<file path="src/rtl/core/icr_pkg.sv">
// Shared types and constants for the interrupt controller register block.
// No dependencies; imported by icr_ffs and interrupt_controller_registers_top.
`default_nettype none

package icr_pkg;

  localparam logic [31:0] DIST_BASE  = 32'h0800_0000;
  localparam logic [31:0] CPU_BASE   = 32'h0801_0000;
  localparam int          NUM_LINES  = 256;
  localparam int          LINE_W     = 8;
  localparam int          NUM_WORDS  = NUM_LINES / 32;
  localparam int          WORD_W     = 3;
  localparam int          WIN_W      = 12;

  localparam logic [31:0] TYPE_VALUE  = 32'h0000_001F;
  localparam logic [31:0] PMASK_VALUE = 32'h0000_00FF;
  localparam logic [31:0] SPURIOUS    = 32'd1023;

  // distributor offsets
  localparam logic [WIN_W-1:0] OFF_DCTL    = 12'h000;
  localparam logic [WIN_W-1:0] OFF_TYPE    = 12'h004;
  localparam logic [WIN_W-1:0] OFF_ISEN    = 12'h100;
  localparam logic [WIN_W-1:0] OFF_ICEN    = 12'h180;
  localparam logic [WIN_W-1:0] OFF_ISPEND  = 12'h200;
  localparam logic [WIN_W-1:0] OFF_ICPEND  = 12'h280;
  localparam logic [WIN_W-1:0] PRIO_OFFSET = 12'h400;
  localparam logic [WIN_W-1:0] PRIO_END    = 12'(32'h400 + NUM_LINES);

  // cpu interface offsets
  localparam logic [WIN_W-1:0] OFF_CCTL = 12'h000;
  localparam logic [WIN_W-1:0] OFF_PMR  = 12'h004;
  localparam logic [WIN_W-1:0] OFF_IAR  = 12'h00C;
  localparam logic [WIN_W-1:0] OFF_EOI  = 12'h010;

  typedef enum logic [1:0] {
    ACT_READ  = 2'd0,
    ACT_WRITE = 2'd1,
    ACT_RAISE = 2'd2,
    ACT_LOWER = 2'd3
  } action_t;

  typedef struct packed {
    logic [1:0]  action;
    logic [31:0] address;
    logic [31:0] write_data;
    logic [7:0]  line_number;
  } in_t;

  typedef struct packed {
    logic [31:0] read_data;
    logic        status;
  } out_t;

  typedef struct packed {
    logic       found;
    logic [4:0] bit_idx;
  } ffs_t;

  function automatic logic [31:0] bit_mask(input logic [4:0] b);
    bit_mask = 32'd1 << b;
  endfunction

endpackage

`default_nettype wire

</file>
<file path="src/rtl/core/icr_ram.sv">
// Generic single-port-write, registered-read RAM.
// No dependencies.
`default_nettype none

module icr_ram #(
  parameter int WIDTH = 8,
  parameter int DEPTH = 256
) (
  input  wire logic                     clk,
  input  wire logic                     we,
  input  wire logic [$clog2(DEPTH)-1:0] waddr,
  input  wire logic [WIDTH-1:0]         wdata,
  input  wire logic                     re,
  input  wire logic [$clog2(DEPTH)-1:0] raddr,
  output logic      [WIDTH-1:0]         rdata
);

  logic [WIDTH-1:0] mem [DEPTH];

  always_ff @(posedge clk) begin
    if (we) begin
      mem[waddr] <= wdata;
    end
    if (re) begin
      rdata <= mem[raddr];
    end
  end

endmodule

`default_nettype wire

</file>
<file path="src/rtl/core/icr_ffs.sv">
// Find-first-set unit used by the acknowledge scan, one 32-bit word per use.
// Depends on icr_pkg.
`default_nettype none

module icr_ffs (
  input  wire logic [31:0] word,
  output icr_pkg::ffs_t    res
);
  import icr_pkg::*;

  always_comb begin
    res.found   = |word;
    res.bit_idx = '0;
    for (int i = 31; i >= 0; i--) begin
      if (word[i]) begin
        res.bit_idx = 5'(i);
      end
    end
  end

endmodule

`default_nettype wire

</file>
<file path="src/rtl/core/interrupt_controller_registers_top.sv">
// Interrupt controller register block: decode, state and acknowledge sequencer.
// Depends on icr_pkg, icr_ram, icr_ffs.
//
//   channel | ports                          | transaction fields
//   --------+--------------------------------+---------------------------------------
//   input   | in_valid, in_stall, in_data    | action, address, write_data, line_number
//   result  | out_valid, out_stall, out_data | read_data, status
//
// Each transaction steps through accept, decode and output; priority reads add a RAM
// read step; acknowledge reads with both control enables set scan one pending word per
// cycle through the find-first unit; with either enable clear they do not scan.
// Reset clears controls, enables, pending; priority bytes read 0 until written
// (per-entry valid bits), so no clearing pass is needed.
// in_stall is high from accept until the result transaction completes.
`default_nettype none

module interrupt_controller_registers_top (
  input  wire logic          clk,
  input  wire logic          rst_n,
  input  wire logic          in_valid,
  output logic               in_stall,
  input  wire icr_pkg::in_t  in_data,
  output logic               out_valid,
  input  wire logic          out_stall,
  output icr_pkg::out_t      out_data
);
  import icr_pkg::*;

  typedef enum logic [4:0] {
    S_IDLE = 5'b00001,
    S_DEC  = 5'b00010,
    S_SCAN = 5'b00100,
    S_PRIO = 5'b01000,
    S_OUT  = 5'b10000
  } state_t;

  state_t               state_r, state_nxt;
  in_t                  req_r, req_nxt;
  out_t                 out_r, out_nxt;
  logic [31:0]          dctl_r, dctl_nxt;
  logic [31:0]          cctl_r, cctl_nxt;
  logic [31:0]          en_r, en_nxt;
  logic [31:0]          pend_r [NUM_WORDS];
  logic [WORD_W-1:0]    scan_r, scan_nxt;
  logic [NUM_LINES-1:0] vld_r;

  logic [WORD_W-1:0]    idx;
  logic [31:0]          pend_rd;
  logic                 pend_we;
  logic [31:0]          pend_wd;
  logic                 ram_we;
  logic                 ram_re;
  logic [LINE_W-1:0]    prio_idx;
  logic [7:0]           ram_q;
  logic [31:0]          scan_word;
  ffs_t                 ffs;

  logic [WIN_W-1:0]     off;
  logic                 dist_hit;
  logic                 cpu_hit;
  logic                 wr;
  logic                 is_line;
  logic                 is_eoi;

  assign off      = req_r.address[WIN_W-1:0];
  assign dist_hit = req_r.address[31:WIN_W] == DIST_BASE[31:WIN_W];
  assign cpu_hit  = req_r.address[31:WIN_W] == CPU_BASE[31:WIN_W];
  assign wr       = req_r.action == ACT_WRITE;
  assign is_line  = req_r.action == ACT_RAISE || req_r.action == ACT_LOWER;
  assign is_eoi   = wr && cpu_hit && off == OFF_EOI;
  assign prio_idx = LINE_W'(off - PRIO_OFFSET);

  always_comb begin
    if (state_r == S_SCAN) begin
      idx = scan_r;
    end else if (is_line) begin
      idx = req_r.line_number[LINE_W-1:5];
    end else if (is_eoi) begin
      idx = req_r.write_data[LINE_W-1:5];
    end else begin
      idx = '0;
    end
  end

  assign pend_rd   = pend_r[idx];
  assign scan_word = pend_rd & ((scan_r == '0) ? en_r : 32'd0);

  icr_ffs u_ffs (
    .word (scan_word),
    .res  (ffs)
  );

  icr_ram #(
    .WIDTH (8),
    .DEPTH (NUM_LINES)
  ) u_prio_ram (
    .clk   (clk),
    .we    (ram_we),
    .waddr (prio_idx),
    .wdata (req_r.write_data[7:0]),
    .re    (ram_re),
    .raddr (prio_idx),
    .rdata (ram_q)
  );

  always_comb begin
    state_nxt = state_r;
    req_nxt   = req_r;
    out_nxt   = out_r;
    dctl_nxt  = dctl_r;
    cctl_nxt  = cctl_r;
    en_nxt    = en_r;
    scan_nxt  = scan_r;
    pend_we   = 1'b0;
    pend_wd   = pend_rd;
    ram_we    = 1'b0;
    ram_re    = 1'b0;

    unique case (state_r)
      S_IDLE: begin
        if (in_valid) begin
          req_nxt   = in_data;
          state_nxt = S_DEC;
        end
      end
      S_DEC: begin
        out_nxt.read_data = '0;
        out_nxt.status    = 1'b0;
        state_nxt         = S_OUT;
        if (is_line) begin
          pend_we = 1'b1;
          if (req_r.action == ACT_RAISE) begin
            pend_wd = pend_rd | bit_mask(req_r.line_number[4:0]);
          end else begin
            pend_wd = pend_rd & ~bit_mask(req_r.line_number[4:0]);
          end
        end else if (dist_hit) begin
          unique case (off)
            OFF_DCTL: begin
              if (wr) dctl_nxt = req_r.write_data;
              else out_nxt.read_data = dctl_r;
            end
            OFF_TYPE: begin
              if (!wr) out_nxt.read_data = TYPE_VALUE;
            end
            OFF_ISEN: begin
              if (wr) en_nxt = en_r | req_r.write_data;
              else out_nxt.read_data = en_r;
            end
            OFF_ICEN: begin
              if (wr) en_nxt = en_r & ~req_r.write_data;
            end
            OFF_ISPEND: begin
              if (wr) begin
                pend_we = 1'b1;
                pend_wd = pend_rd | req_r.write_data;
              end else begin
                out_nxt.read_data = pend_rd;
              end
            end
            OFF_ICPEND: begin
              if (wr) begin
                pend_we = 1'b1;
                pend_wd = pend_rd & ~req_r.write_data;
              end
            end
            default: begin
              if (off >= PRIO_OFFSET && off < PRIO_END) begin
                if (wr) begin
                  ram_we = 1'b1;
                end else begin
                  ram_re    = 1'b1;
                  state_nxt = S_PRIO;
                end
              end else begin
                out_nxt.status = 1'b1;
              end
            end
          endcase
        end else if (cpu_hit) begin
          unique case (off)
            OFF_CCTL: begin
              if (wr) cctl_nxt = req_r.write_data;
              else out_nxt.read_data = cctl_r;
            end
            OFF_PMR: begin
              if (!wr) out_nxt.read_data = PMASK_VALUE;
            end
            OFF_IAR: begin
              if (!wr) begin
                if (dctl_r[0] && cctl_r[0]) begin
                  scan_nxt  = '0;
                  state_nxt = S_SCAN;
                end else begin
                  out_nxt.read_data = SPURIOUS;
                end
              end
            end
            OFF_EOI: begin
              if (wr && req_r.write_data < 32'(NUM_LINES)) begin
                pend_we = 1'b1;
                pend_wd = pend_rd & ~bit_mask(req_r.write_data[4:0]);
              end
            end
            default: begin
              out_nxt.status = 1'b1;
            end
          endcase
        end else begin
          out_nxt.status = 1'b1;
        end
      end
      S_SCAN: begin
        if (ffs.found) begin
          pend_we           = 1'b1;
          pend_wd           = pend_rd & ~bit_mask(ffs.bit_idx);
          out_nxt.read_data = 32'({scan_r, ffs.bit_idx});
          state_nxt         = S_OUT;
        end else if (scan_r == WORD_W'(NUM_WORDS - 1)) begin
          out_nxt.read_data = SPURIOUS;
          state_nxt         = S_OUT;
        end else begin
          scan_nxt = scan_r + 1'b1;
        end
      end
      S_PRIO: begin
        out_nxt.read_data = vld_r[prio_idx] ? 32'(ram_q) : 32'd0;
        state_nxt         = S_OUT;
      end
      S_OUT: begin
        if (!out_stall) state_nxt = S_IDLE;
      end
      default: begin
        state_nxt = S_IDLE;
      end
    endcase
  end

  always_ff @(posedge clk) begin
    if (!rst_n) begin
      state_r <= S_IDLE;
      dctl_r  <= '0;
      cctl_r  <= '0;
      en_r    <= '0;
      scan_r  <= '0;
      vld_r   <= '0;
      for (int i = 0; i < NUM_WORDS; i++) begin
        pend_r[i] <= '0;
      end
    end else begin
      state_r <= state_nxt;
      dctl_r  <= dctl_nxt;
      cctl_r  <= cctl_nxt;
      en_r    <= en_nxt;
      scan_r  <= scan_nxt;
      if (pend_we) pend_r[idx] <= pend_wd;
      if (ram_we) vld_r[prio_idx] <= 1'b1;
    end
  end

  always_ff @(posedge clk) begin
    req_r <= req_nxt;
    out_r <= out_nxt;
  end

  assign in_stall  = state_r != S_IDLE;
  assign out_valid = state_r == S_OUT;
  assign out_data  = out_r;

endmodule

`default_nettype wire
</file>
<file path="config.mk">
export PLATFORM = sky130hd
export DESIGN_NAME = interrupt_controller_registers_top
export DESIGN_NICKNAME = d
export VERILOG_FILES = /design/src/rtl/core/icr_pkg.sv /design/src/rtl/core/icr_ram.sv /design/src/rtl/core/icr_ffs.sv /design/src/rtl/core/interrupt_controller_registers_top.sv
export SDC_FILE = /design/constraint.sdc
export NUM_CORES = 2
export LEC_CHECK = 0
export BUFFER_PORTS_ARGS = -buffer_cell sky130_fd_sc_hd__buf_2
export CORE_UTILIZATION = 63
export CTS_CLUSTER_SIZE = 40
export DETAILED_ROUTE_END_ITERATION = 6
export PLACE_DENSITY = 0.79
export SETUP_SLACK_MARGIN = 0.4
export SYNTH_ARGS = -nofsm -noshare
export SYNTH_HDL_FRONTEND = slang
export SYNTH_SLANG_ARGS = --single-unit
export TNS_END_PERCENT = 20
</file>
<file path="constraint.sdc">
create_clock -name clk -period 9.24 [get_ports clk]
set_input_delay 0.924 -clock clk [delete_from_list [all_inputs] [get_ports clk]]
set_output_delay 0.924 -clock clk [all_outputs]
set_load 0.01 [all_outputs]
</file>
==> out/metrics.json <==
{
  "outcome": {
    "status": "finished, violations left",
    "violations_in_the_final_reports": "design-rule violations, max-slew violations"
  },
  "final_layout": {
    "post-route-cell-area_um2": 125000,
    "final_cell_mix": "2419 x edfxtp_1, 733 x mux4_2, 624 x nor2_1, 406 x nand2_1, 360 x dfxtp_1",
    "layout_commonest_cell": "edfxtp_1",
    "area_growth_syn_to_layout_pct": 10.9,
    "layout.area.seq_um2": 79800,
    "fin_nets": 6689,
    "nFillCells": 10500,
    "final_layout_size_suffix_gt1_share_pct": 22.4,
    "multi_input_comb_area_um2": 31000
  },
  "worst_setup_path": {
    "cp_peak_stage_delay_ps": 1030,
    "crit_slowest_cell": "nor2_1",
    "timing.critical_path.cells": "nor4_1 -> nand4_1 -> or4_1 -> nand2b_1 -> nor4_1 -> nand3_1 -> nor2_2 -> buf_4 -> nand3_1 -> nor2_1",
    "worst_setup_path_endpoint": "u_prio_ram.mem[211][0]",
    "timing.reg2reg.setup_slack_ps": 1450,
    "critPathCaptureType": "flop",
    "setup.worst_path.start": "req_r[70]",
    "worst-r2r-cell-count": 10,
    "cp_data_arrival_time_ps": 8330,
    "required_time_worst_endpoint_ps": 9780,
    "worst-path-max-fanout": 16,
    "worst-setup-path-type": "reg -> reg",
    "launching_point_of_the_worst_reg2reg_path": "req_r[70]",
    "worstSetupStartpointType": "flop",
    "regToRegEndpoint": "u_prio_ram.mem[211][0]"
  },
  "global_route": {
    "grt_antenna_before_repair": 22,
    "global_route.overflow_total": 0,
    "wire_length_of_the_first_global_routing_pass_mm": 473,
    "first_global_vias": 65900,
    "grt_start_max_net_pins": 193,
    "grt_util_all_layers_pct": 36.9
  },
  "sta": {
    "timing.slew.headroom_pct": -4.45,
    "grt_setup_unrepaired": "no",
    "fin_worst_skew_ps": 55.3,
    "report.final.slew_viol_count": 8,
    "final_min_period_over_clock_period_pct": 84.3,
    "finalHoldViolations": 0,
    "max_clock_freq_mhz": 128,
    "fin_worst_hold_slack_ps": 166,
    "setup-tns-final_ps": 0,
    "timing.final.setup_violations": 0,
    "layout_min_cycle_time_ps": 7790,
    "worst_slew_pin_tran_ps": 1570
  },
  "pwr": {
    "total_power_mw": 27.5,
    "power.density_cell_area_nw_per_um2": 220,
    "p_clk_share_pct": 40.9,
    "vdd.ir_drop.worst_uv": 213,
    "switching_power_mw": 6.38,
    "intPower_mw": 21.1,
    "combinationalPowerShare_pct": 8.5,
    "power_switching_share_pct": 23.3,
    "share_seq_of_total_power_pct": 50.6,
    "lkg_pwr_nw": 39.6
  },
  "die": {
    "dieHeight_um": 425,
    "number_of_placed_i_o_pins": 113,
    "die_area_um2": 180000,
    "fp-row-count": 154,
    "initial_utilization_pct": 63.6,
    "placeableCoreArea_um2": 177000,
    "die_width_um": 425
  },
  "synth": {
    "async_s_r_ff_share_synth_pct": 0,
    "syn-instance-count": 6464,
    "synth_sequential_area_ratio_pct": 70.9,
    "ys_seq_elements": 2779,
    "post-synth-top-area-fraction_pct": 64.5,
    "synth_cell_types": 112,
    "cell_types_with_the_largest_area_share_after_synthesis": "edfxtp_1 65%, mux4_2 15%, dfxtp_1 6.4%, nor2_1 2.1%, o21a_1 1.8%",
    "synth-edff-count": 2419,
    "avgSynthCellArea_um2": 17.4,
    "syn_area_um2": 113000,
    "yosysWarnings": 0,
    "post-synth-top-area-cell": "edfxtp_1",
    "synth_ff_type": "edfxtp_1",
    "synth_fp_nets": 6545
  },
  "clock_network": {
    "cts_root_buffer": "clkbuf_16",
    "h-tree-depth": 5,
    "tritoncts_num_sinks": 2779,
    "post_cts.repair.setup_buffers": 0,
    "cts_hold_repair.buffers": 0,
    "clock_tree_from_tritoncts": "built",
    "cts_buffers": 289,
    "clk_latency_ps": 950,
    "cts_buffer_depth": 4,
    "clk_pin_slew_worst_paths_ps": 60,
    "cts_resized": 0
  },
  "drt": {
    "vias_per_cell": 7.32,
    "avgRoutedWirePerCell_um": 36.2,
    "drtAntennaViolNets": 0,
    "route.detailed.drc": 44,
    "drt_iter0_markers": 10600,
    "vias": 67100,
    "first_pass_iters": 7,
    "detail_route.wirelength_mm": 332
  },
  "job": {
    "drv_cap": 0
  },
  "place": {
    "finalWeightedCongestion": 1.02,
    "placement.cell_area_um2": 116000,
    "port-buffer-count": 112,
    "hpwl_mm": 198
  },
  "min_path": {
    "timing.hold.worst.class": "in -> reg"
  }
}
==> Yosys cell counts (22+ instances only) <==
cell type,count
edfxtp_1,2419
mux4_2,733
nor2_1,631
nand2_1,412
dfxtp_1,360
clkbuf_1,310
o21a_1,264
nand3_1,141
a21oi_1,126
o21ai_0,120
a21boi_0,103
buf_1,66
a22oi_1,58
nor3_1,42
buf_2,37
and3_1,35
nor2b_1,31
nor4_1,31
a211oi_1,29
a221oi_1,27
nand4_1,25
a221o_1,22
mux2i_1,22
==> power by group through the flow <==
stage / combinational (mW) / clock [mW] / sequential [mW]
after floorplan: 1.25 / 0 / 14.3
after global placement: 2.21 / 0 / 14.2
after detailed placement: 2.25 / 0 / 14.2
after CTS: 2.28 / 11.2 / 13.9
after global routing: 2.37 / 11.7 / 13.9
final: 2.33 / 11.2 / 13.9
==> stage by stage <==
step / instances / setup slack (ps) / utilization (%)
2_1_floorplan: 6464 / 911 / -
3_3_place_gp: 8657 / 1950 / 65.5
3_5_place_dp: 8657 / 1960 / 65.5
4_1_cts: 9154 / 1760 / 70.6
5_1_grt: 9158 / 1540 / 70.6
6_report: 9162 / 1450 / 70.6
==> worst max-delay path: cells and delay by family, from the launching register on <==
kind                   cells  cell delay, ps
buffers and inverters      1             440
flip-flops                 1             430
AND/OR/NAND/NOR            9            6490
==> cell type report <==
type	count	share of cell area, %
Clock buffer	400	6.41
Tap cell	2340	2.35
Antenna cell	8	0.0160
Sequential cell	2779	64.0
Inverter	18	0.0541
Timing Repair Buffer	284	1.61
Multi-Input combinational cell	3236	24.9
Clock inverter	97	0.718
==> layer usage <==
| layer | up-vias | global-route usage (%) | routed length, µm |
|---|---|---|---|
| li1 | 26200 | - | - |
| met1 | 34000 | 48.3 | 112000 |
| met2 | 5618 | 56.7 | 155000 |
| met3 | 1210 | 8.68 | 40800 |
| met4 | 18 | 23.1 | 25000 |
| met5 | - | 0 | 136 |
==> worst min path at each step <==
stage | end | depth (start not counted) | start | slack [ps]
2_1_floorplan | vld_r[102] | 1 | vld_r[102] | 440
4_1_cts | req_r[9] | 1 | in_data[9] | 130
5_1_grt | req_r[6] | 1 | in_data[6] | 140
3_5_place_dp | vld_r[238] | 1 | vld_r[238] | 450
3_3_place_gp | vld_r[218] | 1 | vld_r[218] | 440
6_report | req_r[6] | 1 | in_data[6] | 170
==> sequential cells by signal (all words and copies together), names as in the netlist, named ones only <==
| register | count |
|---|---|
| scan_r | 3 |
| state_r | 5 |
| req_r | 62 |
| dctl_r | 32 |
| cctl_r | 32 |
| out_data | 33 |
| pend_r | 256 |
| off | 12 |
| u_prio_ram.mem | 2048 |
| vld_r | 256 |
| u_prio_ram.rdata | 8 |
==> cell families after synthesis <==
kind of cell	Yosys count	synth area share, %
DFF	2779	70.9
and+or+nand+nor	1474	5.88
AOI/OAI and AO/OA	987	6.48
muxes	771	15.0
buffers and inverters	449	1.63
adders and majority gates	3	0.0334
xor gates and xnor gates	1	0.00778
(Power assumes the default switching activity.)
